===== src/hdl/line_follow_pid_steering_top_macros.svh =====
// Assertion macros for the line follower PID steering block.
`ifndef LINE_FOLLOW_PID_STEERING_TOP_MACROS_SVH
`define LINE_FOLLOW_PID_STEERING_TOP_MACROS_SVH
`ifndef SYNTHESIS
// Check a condition in the same cycle as its trigger.
`define LFPS_ASSERT_NOW(lbl, clk, rst_n, trig, cond) \
    lbl: assert property (@(posedge clk) disable iff (!(rst_n)) (trig) |-> (cond)) \
        else $error("lfps assertion failed");
// Check a condition in the cycle after its trigger.
`define LFPS_ASSERT_NEXT(lbl, clk, rst_n, trig, cond) \
    lbl: assert property (@(posedge clk) disable iff (!(rst_n)) (trig) |=> (cond)) \
        else $error("lfps assertion failed");
`else
`define LFPS_ASSERT_NOW(lbl, clk, rst_n, trig, cond)
`define LFPS_ASSERT_NEXT(lbl, clk, rst_n, trig, cond)
`endif
`endif


===== src/hdl/lfps_pkg.sv =====
// Types and constants shared by the line follower PID steering block.
`timescale 1ns / 1ps
package lfps_pkg;

    localparam int SAMPLE_W = 12;
    localparam int BASE_W   = 11;
    localparam int GAIN_W   = 16;
    localparam int ERR_W    = 8;
    localparam int DIFF_W   = 9;
    localparam int INTEG_W  = 24;
    localparam int SPEED_W  = 16;
    localparam int CFG_IDX_W  = 3;
    localparam int CFG_DATA_W = 16;

    localparam int PROP_PROD_W  = ERR_W + GAIN_W;
    localparam int DIFF_PROD_W  = DIFF_W + GAIN_W;
    localparam int INTEG_PROD_W = INTEG_W + GAIN_W;
    localparam int SUM_W        = INTEG_PROD_W + 1;
    localparam int FRAC_W       = 8;
    localparam int CORR_W       = SUM_W - FRAC_W;
    localparam int WIDE_W       = CORR_W + 1;

    // error levels of the position table
    localparam logic signed [ERR_W-1:0] TAPE_ONE_OFF_LEVEL   = 8'sd1;
    localparam logic signed [ERR_W-1:0] TAPE_TWO_OFF_LEVEL   = 8'sd3;
    localparam logic signed [ERR_W-1:0] TAPE_THREE_OFF_LEVEL = 8'sd5;
    localparam logic signed [ERR_W-1:0] IR_ONE_OFF_LEVEL     = 8'sd1;
    localparam logic signed [ERR_W-1:0] ALL_HIGH_CODE        = 8'sd127;

    typedef enum logic {
        MODE_TAPE = 1'b0,
        MODE_IR   = 1'b1
    } mode_t;

    typedef enum logic {
        KIND_SAMPLE = 1'b0,
        KIND_CLEAR  = 1'b1
    } kind_t;

    typedef enum logic [CFG_IDX_W-1:0] {
        CFG_MODE            = 3'd0,
        CFG_BASE_SPEED      = 3'd1,
        CFG_GAIN_P          = 3'd2,
        CFG_GAIN_I          = 3'd3,
        CFG_GAIN_D          = 3'd4,
        CFG_WHITE_THRESHOLD = 3'd5,
        CFG_IR_THRESHOLD    = 3'd6
    } cfg_index_t;

    // per-step result fields that ride down the pipeline unchanged
    typedef struct packed {
        logic signed [ERR_W-1:0] error_value;
        logic                    speeds_valid;
        logic                    all_white;
        logic                    all_black;
        logic                    centre_white;
    } step_info_t;

endpackage


===== src/hdl/line_follow_pid_steering_top.sv =====
// Line follower PID steering: sensor thresholding, position error and PID speed pipeline.
//
// Usage: write the seven configuration registers through the cfg channel
// (cfg_index selects the register, cfg_data carries the value) while the
// block is idle; cfg_ready is always high. Each transfer on the s_ channel
// is one step: kind 0 carries three sensor samples, kind 1 clears the last
// error. Every step gives exactly one result transfer on the m_ channel.
// Each step passes through the input register, the error and state stage,
// the gain products, the correction sum and the output register.
// Throughput: one step per cycle while the receiver does not stall; the error
// and integral state is updated in the single error stage, so a step sees
// the state left by the step just before it with no bubble.
// Reset (aresetn low at a clock edge) clears all pipeline valids, the
// configuration registers, the last error and the integral.
// A stalled receiver (m_ready low) holds the output register; the stages
// behind it keep filling, and s_ready falls only once all five are full.
`timescale 1ns / 1ps
`include "line_follow_pid_steering_top_macros.svh"
module line_follow_pid_steering_top (
    input  logic                                      aclk,
    input  logic                                      aresetn,
    // configuration writes
    input  logic                                      cfg_valid,
    output logic                                      cfg_ready,
    input  logic [lfps_pkg::CFG_IDX_W-1:0]            cfg_index,
    input  logic [lfps_pkg::CFG_DATA_W-1:0]           cfg_data,
    // step input
    input  logic                                      s_valid,
    output logic                                      s_ready,
    input  logic                                      s_kind,
    input  logic [lfps_pkg::SAMPLE_W-1:0]             s_left_sample,
    input  logic [lfps_pkg::SAMPLE_W-1:0]             s_centre_sample,
    input  logic [lfps_pkg::SAMPLE_W-1:0]             s_right_sample,
    // step result
    output logic                                      m_valid,
    input  logic                                      m_ready,
    output logic signed [lfps_pkg::ERR_W-1:0]         m_error_value,
    output logic signed [lfps_pkg::SPEED_W-1:0]       m_left_speed,
    output logic signed [lfps_pkg::SPEED_W-1:0]       m_right_speed,
    output logic                                      m_speeds_valid,
    output logic                                      m_all_white,
    output logic                                      m_all_black,
    output logic                                      m_centre_white
);
    import lfps_pkg::*;

    localparam logic signed [INTEG_W:0] INTEG_MAX = (INTEG_W+1)'(2**(INTEG_W-1) - 1);
    localparam logic signed [INTEG_W:0] INTEG_MIN = -(INTEG_W+1)'(2**(INTEG_W-1));
    localparam logic signed [WIDE_W-1:0] SPEED_MAX = WIDE_W'(2**(SPEED_W-1) - 1);
    localparam logic signed [WIDE_W-1:0] SPEED_MIN = -WIDE_W'(2**(SPEED_W-1));

    // configuration registers
    mode_t                          mode_reg;
    logic signed [BASE_W-1:0]       base_speed_reg;
    logic signed [GAIN_W-1:0]       gain_p_reg;
    logic signed [GAIN_W-1:0]       gain_i_reg;
    logic signed [GAIN_W-1:0]       gain_d_reg;
    logic [SAMPLE_W-1:0]            white_thr_reg;
    logic [SAMPLE_W-1:0]            ir_thr_reg;

    // controller state
    logic signed [ERR_W-1:0]        prev_err_reg;
    logic signed [ERR_W-1:0]        prev_err_next;
    logic signed [INTEG_W-1:0]      integ_reg;
    logic signed [INTEG_W-1:0]      integ_next;

    // input register
    logic                           i_valid_reg;
    kind_t                          i_kind_reg;
    logic [SAMPLE_W-1:0]            i_left_reg;
    logic [SAMPLE_W-1:0]            i_centre_reg;
    logic [SAMPLE_W-1:0]            i_right_reg;

    // error stage
    logic                           a_valid_reg;
    step_info_t                     a_info_reg;
    step_info_t                     a_info_next;
    logic signed [ERR_W-1:0]        a_err_reg;
    logic signed [ERR_W-1:0]        a_err_next;
    logic signed [DIFF_W-1:0]       a_diff_reg;
    logic signed [DIFF_W-1:0]       a_diff_next;
    logic signed [INTEG_W-1:0]      a_integ_reg;

    // product stage
    logic                           b_valid_reg;
    step_info_t                     b_info_reg;
    logic signed [PROP_PROD_W-1:0]  b_prop_reg;
    logic signed [INTEG_PROD_W-1:0] b_integ_reg;
    logic signed [DIFF_PROD_W-1:0]  b_diff_reg;

    // correction stage
    logic                           c_valid_reg;
    step_info_t                     c_info_reg;
    logic signed [CORR_W-1:0]       c_corr_reg;
    logic signed [SUM_W-1:0]        c_sum;
    logic signed [CORR_W-1:0]       c_corr_next;

    // output register
    logic                           m_valid_reg;
    step_info_t                     m_info_reg;
    logic signed [SPEED_W-1:0]      m_left_reg;
    logic signed [SPEED_W-1:0]      m_right_reg;
    logic signed [SPEED_W-1:0]      m_left_next;
    logic signed [SPEED_W-1:0]      m_right_next;

    // stage advance
    logic o_ready;
    logic c_ready;
    logic b_ready;
    logic a_ready;
    logic i_ready;
    logic a_load;

    // stage combinational
    logic                     lw, cw, rw, aw, ab;
    logic                     li, ri;
    logic                     upd;
    logic signed [ERR_W-1:0]  err;
    logic signed [INTEG_W:0]  integ_sum;
    logic signed [INTEG_W-1:0] integ_sat;
    logic signed [WIDE_W-1:0] left_wide;
    logic signed [WIDE_W-1:0] right_wide;

    // a stage takes a new transfer when empty or when its content moves on
    assign o_ready = !m_valid_reg || m_ready;
    assign c_ready = !c_valid_reg || o_ready;
    assign b_ready = !b_valid_reg || c_ready;
    assign a_ready = !a_valid_reg || b_ready;
    assign i_ready = !i_valid_reg || a_ready;
    assign a_load  = i_valid_reg && a_ready;

    assign s_ready   = i_ready;
    assign cfg_ready = 1'b1;

    // configuration writes; indexes beyond the list are dropped
    always_ff @(posedge aclk) begin
        if (!aresetn) begin
            mode_reg       <= MODE_TAPE;
            base_speed_reg <= '0;
            gain_p_reg     <= '0;
            gain_i_reg     <= '0;
            gain_d_reg     <= '0;
            white_thr_reg  <= '0;
            ir_thr_reg     <= '0;
        end else if (cfg_valid) begin
            case (cfg_index)
                CFG_MODE:            mode_reg       <= mode_t'(cfg_data[0]);
                CFG_BASE_SPEED:      base_speed_reg <= cfg_data[BASE_W-1:0];
                CFG_GAIN_P:          gain_p_reg     <= cfg_data[GAIN_W-1:0];
                CFG_GAIN_I:          gain_i_reg     <= cfg_data[GAIN_W-1:0];
                CFG_GAIN_D:          gain_d_reg     <= cfg_data[GAIN_W-1:0];
                CFG_WHITE_THRESHOLD: white_thr_reg  <= cfg_data[SAMPLE_W-1:0];
                CFG_IR_THRESHOLD:    ir_thr_reg     <= cfg_data[SAMPLE_W-1:0];
                default: ;
            endcase
        end
    end

    // pipeline valids
    always_ff @(posedge aclk) begin
        if (!aresetn) begin
            i_valid_reg <= 1'b0;
            a_valid_reg <= 1'b0;
            b_valid_reg <= 1'b0;
            c_valid_reg <= 1'b0;
            m_valid_reg <= 1'b0;
        end else begin
            if (i_ready) begin
                i_valid_reg <= s_valid;
            end
            if (a_ready) begin
                a_valid_reg <= i_valid_reg;
            end
            if (b_ready) begin
                b_valid_reg <= a_valid_reg;
            end
            if (c_ready) begin
                c_valid_reg <= b_valid_reg;
            end
            if (o_ready) begin
                m_valid_reg <= c_valid_reg;
            end
        end
    end

    // capture the step
    always_ff @(posedge aclk) begin
        if (s_valid && i_ready) begin
            i_kind_reg   <= kind_t'(s_kind);
            i_left_reg   <= s_left_sample;
            i_centre_reg <= s_centre_sample;
            i_right_reg  <= s_right_sample;
        end
    end

    // threshold the samples and look up the position error
    always_comb begin
        lw = i_left_reg < white_thr_reg;
        cw = i_centre_reg < white_thr_reg;
        rw = i_right_reg < white_thr_reg;
        aw = lw && cw && rw;
        ab = !lw && !cw && !rw;
        li = i_left_reg > ir_thr_reg;
        ri = i_right_reg > ir_thr_reg;

        err = '0;
        if (mode_reg == MODE_TAPE) begin
            if (aw) begin
                if (prev_err_reg > 0) begin
                    err = TAPE_THREE_OFF_LEVEL;
                end else if (prev_err_reg < 0) begin
                    err = -TAPE_THREE_OFF_LEVEL;
                end
            end else if (!lw && cw && rw) begin
                err = TAPE_TWO_OFF_LEVEL;
            end else if (lw && cw && !rw) begin
                err = -TAPE_TWO_OFF_LEVEL;
            end else if (!lw && !cw && rw) begin
                err = TAPE_ONE_OFF_LEVEL;
            end else if (lw && !cw && !rw) begin
                err = -TAPE_ONE_OFF_LEVEL;
            end
        end else begin
            if (li && !ri) begin
                err = IR_ONE_OFF_LEVEL;
            end else if (!li && ri) begin
                err = -IR_ONE_OFF_LEVEL;
            end
        end

        // a clear step or all black on tape holds the integral and gives no speeds
        upd = (i_kind_reg == KIND_SAMPLE) && !((mode_reg == MODE_TAPE) && ab);

        // saturating integral
        integ_sum = {integ_reg[INTEG_W-1], integ_reg}
                  + {{(INTEG_W+1-ERR_W){err[ERR_W-1]}}, err};
        if (integ_sum > INTEG_MAX) begin
            integ_sat = INTEG_MAX[INTEG_W-1:0];
        end else if (integ_sum < INTEG_MIN) begin
            integ_sat = INTEG_MIN[INTEG_W-1:0];
        end else begin
            integ_sat = integ_sum[INTEG_W-1:0];
        end

        a_err_next  = err;
        a_diff_next = {err[ERR_W-1], err} - {prev_err_reg[ERR_W-1], prev_err_reg};
        integ_next  = upd ? integ_sat : integ_reg;
        if (i_kind_reg == KIND_CLEAR) begin
            prev_err_next = '0;
        end else if (upd) begin
            prev_err_next = err;
        end else begin
            prev_err_next = prev_err_reg;
        end

        a_info_next = '0;
        if (i_kind_reg == KIND_SAMPLE) begin
            a_info_next.error_value  = upd ? err : ALL_HIGH_CODE;
            a_info_next.speeds_valid = upd;
            a_info_next.all_white    = aw;
            a_info_next.all_black    = ab;
            a_info_next.centre_white = cw;
        end
    end

    // controller state advances as each step leaves the input register
    always_ff @(posedge aclk) begin
        if (!aresetn) begin
            prev_err_reg <= '0;
            integ_reg    <= '0;
        end else if (a_load) begin
            prev_err_reg <= prev_err_next;
            integ_reg    <= integ_next;
        end
    end

    always_ff @(posedge aclk) begin
        if (a_load) begin
            a_info_reg  <= a_info_next;
            a_err_reg   <= a_err_next;
            a_diff_reg  <= a_diff_next;
            a_integ_reg <= integ_next;
        end
    end

    // gain products
    always_ff @(posedge aclk) begin
        if (a_valid_reg && b_ready) begin
            b_info_reg  <= a_info_reg;
            b_prop_reg  <= a_err_reg * gain_p_reg;
            b_integ_reg <= a_integ_reg * gain_i_reg;
            b_diff_reg  <= a_diff_reg * gain_d_reg;
        end
    end

    // sum the terms and drop the Q8.8 fraction toward zero
    always_comb begin
        c_sum = {{(SUM_W-PROP_PROD_W){b_prop_reg[PROP_PROD_W-1]}}, b_prop_reg}
              + {{(SUM_W-INTEG_PROD_W){b_integ_reg[INTEG_PROD_W-1]}}, b_integ_reg}
              + {{(SUM_W-DIFF_PROD_W){b_diff_reg[DIFF_PROD_W-1]}}, b_diff_reg};
        c_corr_next = c_sum[SUM_W-1:FRAC_W]
                    + CORR_W'(c_sum[SUM_W-1] && (c_sum[FRAC_W-1:0] != '0));
    end

    always_ff @(posedge aclk) begin
        if (b_valid_reg && c_ready) begin
            c_info_reg <= b_info_reg;
            c_corr_reg <= c_corr_next;
        end
    end

    // wheel speeds, saturated to the output width
    always_comb begin
        left_wide  = {{(WIDE_W-BASE_W){base_speed_reg[BASE_W-1]}}, base_speed_reg}
                   - {c_corr_reg[CORR_W-1], c_corr_reg};
        right_wide = {{(WIDE_W-BASE_W){base_speed_reg[BASE_W-1]}}, base_speed_reg}
                   + {c_corr_reg[CORR_W-1], c_corr_reg};

        if (left_wide > SPEED_MAX) begin
            m_left_next = SPEED_MAX[SPEED_W-1:0];
        end else if (left_wide < SPEED_MIN) begin
            m_left_next = SPEED_MIN[SPEED_W-1:0];
        end else begin
            m_left_next = left_wide[SPEED_W-1:0];
        end

        if (right_wide > SPEED_MAX) begin
            m_right_next = SPEED_MAX[SPEED_W-1:0];
        end else if (right_wide < SPEED_MIN) begin
            m_right_next = SPEED_MIN[SPEED_W-1:0];
        end else begin
            m_right_next = right_wide[SPEED_W-1:0];
        end

        if (!c_info_reg.speeds_valid) begin
            m_left_next  = '0;
            m_right_next = '0;
        end
    end

    always_ff @(posedge aclk) begin
        if (c_valid_reg && o_ready) begin
            m_info_reg  <= c_info_reg;
            m_left_reg  <= m_left_next;
            m_right_reg <= m_right_next;
        end
    end

    assign m_valid        = m_valid_reg;
    assign m_error_value  = m_info_reg.error_value;
    assign m_left_speed   = m_left_reg;
    assign m_right_speed  = m_right_reg;
    assign m_speeds_valid = m_info_reg.speeds_valid;
    assign m_all_white    = m_info_reg.all_white;
    assign m_all_black    = m_info_reg.all_black;
    assign m_centre_white = m_info_reg.centre_white;

    // checks
    `LFPS_ASSERT_NOW(a_idle_speeds_zero, aclk, aresetn,
        m_valid && !m_speeds_valid, (m_left_speed == 0) && (m_right_speed == 0))
    `LFPS_ASSERT_NEXT(a_clear_drops_error, aclk, aresetn,
        a_load && (i_kind_reg == KIND_CLEAR), prev_err_reg == 0)
    `LFPS_ASSERT_NEXT(a_all_black_holds_state, aclk, aresetn,
        a_load && (i_kind_reg == KIND_SAMPLE) && (mode_reg == MODE_TAPE) && ab,
        $stable(prev_err_reg) && $stable(integ_reg))
    `LFPS_ASSERT_NOW(a_flags_exclusive, aclk, aresetn,
        m_valid && m_all_white, !m_all_black)

endmodule


===== config.mk =====
export PLATFORM = sky130hd
export DESIGN_NAME = line_follow_pid_steering_top
export DESIGN_NICKNAME = d
export VERILOG_FILES = /design/src/hdl/lfps_pkg.sv /design/src/hdl/line_follow_pid_steering_top.sv
export VERILOG_INCLUDE_DIRS = /design/src /design/src/hdl
export SDC_FILE = /design/constraint.sdc
export NUM_CORES = 2
export LEC_CHECK = 0
export BUFFER_PORTS_ARGS = -buffer_cell sky130_fd_sc_hd__clkbuf_2
export CAP_MARGIN = 0
export CORE_UTILIZATION = 49
export CTS_BUF_LIST = sky130_fd_sc_hd__clkbuf_4 sky130_fd_sc_hd__clkbuf_8 sky130_fd_sc_hd__clkbuf_16
export DETAILED_ROUTE_END_ITERATION = 8
export PLACE_DENSITY = 0.67
export SYNTH_ARGS = -nofsm -noshare
export SYNTH_HDL_FRONTEND = slang
export SYNTH_SLANG_ARGS = --single-unit

===== constraint.sdc =====
create_clock -name aclk -period 7.1 [get_ports aclk]
set_input_delay 0 -clock aclk [delete_from_list [all_inputs] [get_ports aclk]]
set_output_delay 0 -clock aclk [all_outputs]
set_load 0.03 [all_outputs]

==> impl_summary.md <==
Status
The flow ran to the end, and the final reports show no timing, DRC or antenna violations.

Synth
After synthesis, flip-flops and latches occupy 22.0% of the total area. The synthesized area per cell is 9.38 um^2. The adder-cell area share of the yosys netlist is between 30 and 40%. The post-synthesis xor/xnor area fraction is between 3 and 4%. The count of different cell masters after synthesis is 98. The post-synthesis mux area share is 0.497%. After synthesis, the largest family of logic cells by area is adder cells. During synthesis, Yosys emitted a total of 0 warnings. The most common cell in the synthesized netlist is sky130_fd_sc_hd__inv_1. The most used flip-flop cell after synthesis is sky130_fd_sc_hd__edfxtp_1. Summed over its instances, the top area cell type makes up a little over a quarter of the synthesized netlist area. Ranked by instance count, the synthesized netlist is headed by sky130_fd_sc_hd__inv_1 (776), sky130_fd_sc_hd__nand2_1 (655), sky130_fd_sc_hd__fa_1 (640). By area the synthesized netlist is led by sky130_fd_sc_hd__fa_1 (27%), sky130_fd_sc_hd__edfxtp_1 (17%), sky130_fd_sc_hd__ha_1 (10%).

The net count after synthesis is 6060. The area of the mapped netlist is 0.0466 mm^2. Summed over all instances, the cell type with the most area after synthesis is sky130_fd_sc_hd__fa_1. The async set-or-reset flop fraction in the synthesized netlist is 0%. The synthesized netlist devotes 11.6% of its cell area to compound gates. The cell count after synthesis came out at about 5000. The area fraction in and, or, nand and nor cells after synthesis is around 16%. The number of flops mapped to enable cells by yosys is 264.

The count of state elements after synthesis is around 380.

STA
The shortest clock period the worst path allows after layout is 6.80 ns. The number of max-slew violations in the final report is 0. The final total negative setup slack is 0 ns.

The remaining max-slew budget at the tightest pin is 25.6%. The share of the clock period used by the worst path is 95.8%. At the pin with the least slew margin, the transition time is ~1.1 ns. Setup violations remaining at the end of the flow were counted as 0.

The number of hold-slack violations in the final timing report is 0. Derived from the worst setup path, the maximum achievable clock frequency is 0.147 GHz. The worst setup skew after layout is 0.0328 ns.

Clock tree
The CTS clock-pin slew for the worst setup and hold paths is 0.06 ns. The TritonCTS buffer count is 45. No sink is reached through more buffers than the 3 on the longest clock path. The clock insertion delay at the later pin of the skew report is 0.63 ns. The root buffer cell is sky130_fd_sc_hd__clkbuf_16. The number of clock sinks seen by CTS is 381. CTS built an H-tree with a depth of 2.

The TritonCTS clock tree is built.

Critical path
The dominant cell type by count on the critical path is sky130_fd_sc_hd__fa_1. Among all stages on the critical path, the largest delay is contributed by sky130_fd_sc_hd__fa_1. STA puts the critical path data required time at 7.46 ns.

The largest driver fanout on the critical path is 5. The category of the worst setup path launch point is a flip-flop. The nature of the critical path endpoint is a flip-flop. The arrival time of the worst setup path is 7.16 ns. The signal on the critical path passes through buf_4 -> nand2_1 -> fa_1 -> inv_1 -> fa_1 -> fa_1 -> fa_1 -> inv_1 -> fa_1 -> inv_1 -> fa_1 -> ha_2 -> inv_1 -> o31ai_1 -> a221oi_2 -> o31ai_2 -> nor3b_2 -> o311ai_2 -> a31oi_1 -> o21ai_1 -> o41ai_2 -> o21bai_1 -> a21oi_1 -> xnor2_1. The critical path's largest stage delay is 0.55 ns. The critical path class is reg -> reg.

Routing
The initial DRC count is 2312. The post-detailed-route count of antenna-violating nets is 0. Across all layers, the routed design uses 34400 vias. Dividing the detail-routed via count by the number of cells gives 5.36.

The count of unresolved DRC violations after routing is 0. The number of optimization iterations in the first detailed-route pass is 7. The routed wire length per instance is between 15 and 20 um.

The overall routed net length is roughly 110000 um.

Pwr
The power density over the cells is 154 mW/mm^2. Sequential cells burn 34.1% of the power. Net switching is 34.4% of the power. Across the VDD grid, the largest voltage drop is about 0.23 mV. The total design power is roughly 7.9 mW. Of the total power, combinational logic draws 33.5%. The share of total power in the clock network is 32.3%.

The internal power of the cells is between 5 and 6 mW. The leakage component of the power is 23.2 nW. The analysis attributes to net switching a power of around 2.7 mW.

Global routing
The number of antenna violations at the first check in global routing is 2. Entering global routing, the biggest net connects 104 pins. The number of global-route vias before repair is 35700. Global routing consumed, on the met1 layer, between 30% and 40% of the routing resources. After global routing the overflow that remains totals 0.

In the global route stage, met3 resource usage came out at 4.52%. The combined global-route utilization of all metal layers is 24.6%. met2 is the most crowded layer. The wire length of the first global-routing pass is 187000 um.

The met2 track demand over resource is 41.2%.

Placed design
Input and output buffers added on the ports amount to between 100 and 150. The wire-length estimate of the detail-placed layout is 91700 um. The final weighted congestion of routability-driven global placement is 0.923.

Floorplan
The starting density of the core is roughly 50%. The chip height is 310 um. The floorplan step defined a die boundary enclosing slightly below 0.1 mm^2. The core region is 0.0937 mm^2. The floorplan step set the die width to 310 um. The floorplan has 112 rows. The total I/O pin count is 108.

Cells and area
Cells with a size suffix above 1 make up 7.75% of the layout. Counting the fill cells in the layout gives approximately 8400. The number of flip-flops under the largest register name is 40.

The multi-input combinational cell area is roughly 0.033 mm^2. The area growth from synthesis to layout is 10.1%. The net count reported at finish is 6211. The footprint of the flip-flops and latches is around 0.01 mm^2. The utilization after layout is between 50% and 60%.

Hold path
The worst hold-check path type is in -> reg.

Flow run
Across the run, the number of max-cap violations was 0.
layout make-up:
class / instances / area share [%]
flip-flops and latches: 381 / 20.0
multi-input cells: 3615 / 63.8
clock inverters: 35 / 0.934
clock buffers: 49 / 2.26
inverters: 782 / 5.72
repair buffers: 297 / 4.20
well taps: 1254 / 3.06
diodes: 1 / 0.00488
worst max-delay path, delay by kind of cell, from the launching register on:
family	cells	cell delay, ns
AOI/OAI and AO/OA	9	1.77
and+or+nand+nor	2	0.37
xor gates and xnor gates	1	0.08
buffers and inverters	5	0.45
DFF	1	0.46
adders and majority gates	7	3.43
path summary, 6_finish.rpt:
check | from | to | slack [ns] | depth (start not counted)
worst max register to register | a_integ_reg[9] | b_integ_reg[38] | 0.30 | 24
worst min register to register | b_info_reg[3] | c_info_reg[3] | 0.41 | 0
worst max-delay path | a_integ_reg[9] | b_integ_reg[38] | 0.30 | 24
worst min-delay path | cfg_index[2] | ir_thr_reg[1] | 0.06 | 5
logic make-up (layout without fill, tap and decap cells):
| group | after synthesis | after routing |
|---|---|---|
| flops | 381 | 381 |
| xor+xnor | 212 | 212 |
| buf+inv | 975 | 1163 |
| mux | 22 | 22 |
| simple gates | 1544 | 1544 |
| fa+ha+maj | 1031 | 1031 |
| compound gates | 805 | 805 |
| other cells | 1 | 2 |
through the flow:
step | setup slack [ns] | cell area, um^2 | std cells | hold WS, ns
2_1_floorplan | 0.325 | 46600 | 4971 | 0.0989
3_3_place_gp | 0.172 | 48800 | 6251 | 0.177
3_5_place_dp | 0.0598 | 48800 | 6251 | 0.179
4_1_cts | 0.0680 | 51100 | 6399 | 0.0103
5_1_grt | -0.0546 | 51300 | 6413 | 0.0691
6_report | 0.299 | 51300 | 6414 | 0.0584
power by group through the flow:
stage	logic (mW)	registers, mW	clock network [mW]
2_1_floorplan	1.91	2.68	0
3_3_place_gp	2.53	2.75	0
3_5_place_dp	2.58	2.75	0
4_1_cts	2.63	2.71	2.61
5_1_grt	2.98	2.71	2.69
6_report	2.65	2.70	2.56
cells in the final DEF (no fill, tap or decap), types with 16 or more instances in the layout:
cell and count:
sky130_fd_sc_hd__nor2_1 218, sky130_fd_sc_hd__o31ai_1 19, sky130_fd_sc_hd__clkbuf_16 45, sky130_fd_sc_hd__nand4_1 29
sky130_fd_sc_hd__o21ai_0 143, sky130_fd_sc_hd__fa_1 640, sky130_fd_sc_hd__nand2_1 653, sky130_fd_sc_hd__inv_1 775
sky130_fd_sc_hd__a31o_2 20, sky130_fd_sc_hd__nand2b_1 90, sky130_fd_sc_hd__o211ai_1 20, sky130_fd_sc_hd__a21boi_0 95
sky130_fd_sc_hd__nor2b_1 50, sky130_fd_sc_hd__dlygate4sd3_1 64, sky130_fd_sc_hd__o21a_1 27, sky130_fd_sc_hd__a31oi_1 21
sky130_fd_sc_hd__dfxtp_1 113, sky130_fd_sc_hd__clkbuf_2 105, sky130_fd_sc_hd__buf_4 123, sky130_fd_sc_hd__a211oi_1 27
sky130_fd_sc_hd__a21o_1 76, sky130_fd_sc_hd__and2_1 250, sky130_fd_sc_hd__o21bai_1 39, sky130_fd_sc_hd__ha_1 385
sky130_fd_sc_hd__xor2_1 46, sky130_fd_sc_hd__and3_1 16, sky130_fd_sc_hd__nor3_1 73, sky130_fd_sc_hd__nand3_1 70
sky130_fd_sc_hd__or3_1 21, sky130_fd_sc_hd__edfxtp_1 264, sky130_fd_sc_hd__a21oi_1 193, sky130_fd_sc_hd__xnor2_1 166
metal layers:
metal  part of all wire, %  vias to the layer above
met2                    47                      970
met5                     0                        -
met4                   2.1                        0
met3                   6.6                      142
met1                    44                    16800
li1                      -                    16500
what timing repair did:
action / in CTS / in global routing
endpoints found under the setup margin: 1 / 6
buffers inserted: 0 / 14
pin swaps: 0 / 7
hold endpoints to repair: 165 / 0
gates resized for setup: 1 / 22
hold buffers: 64 / 0
Note: power is estimated with default switching activity, not from simulation.
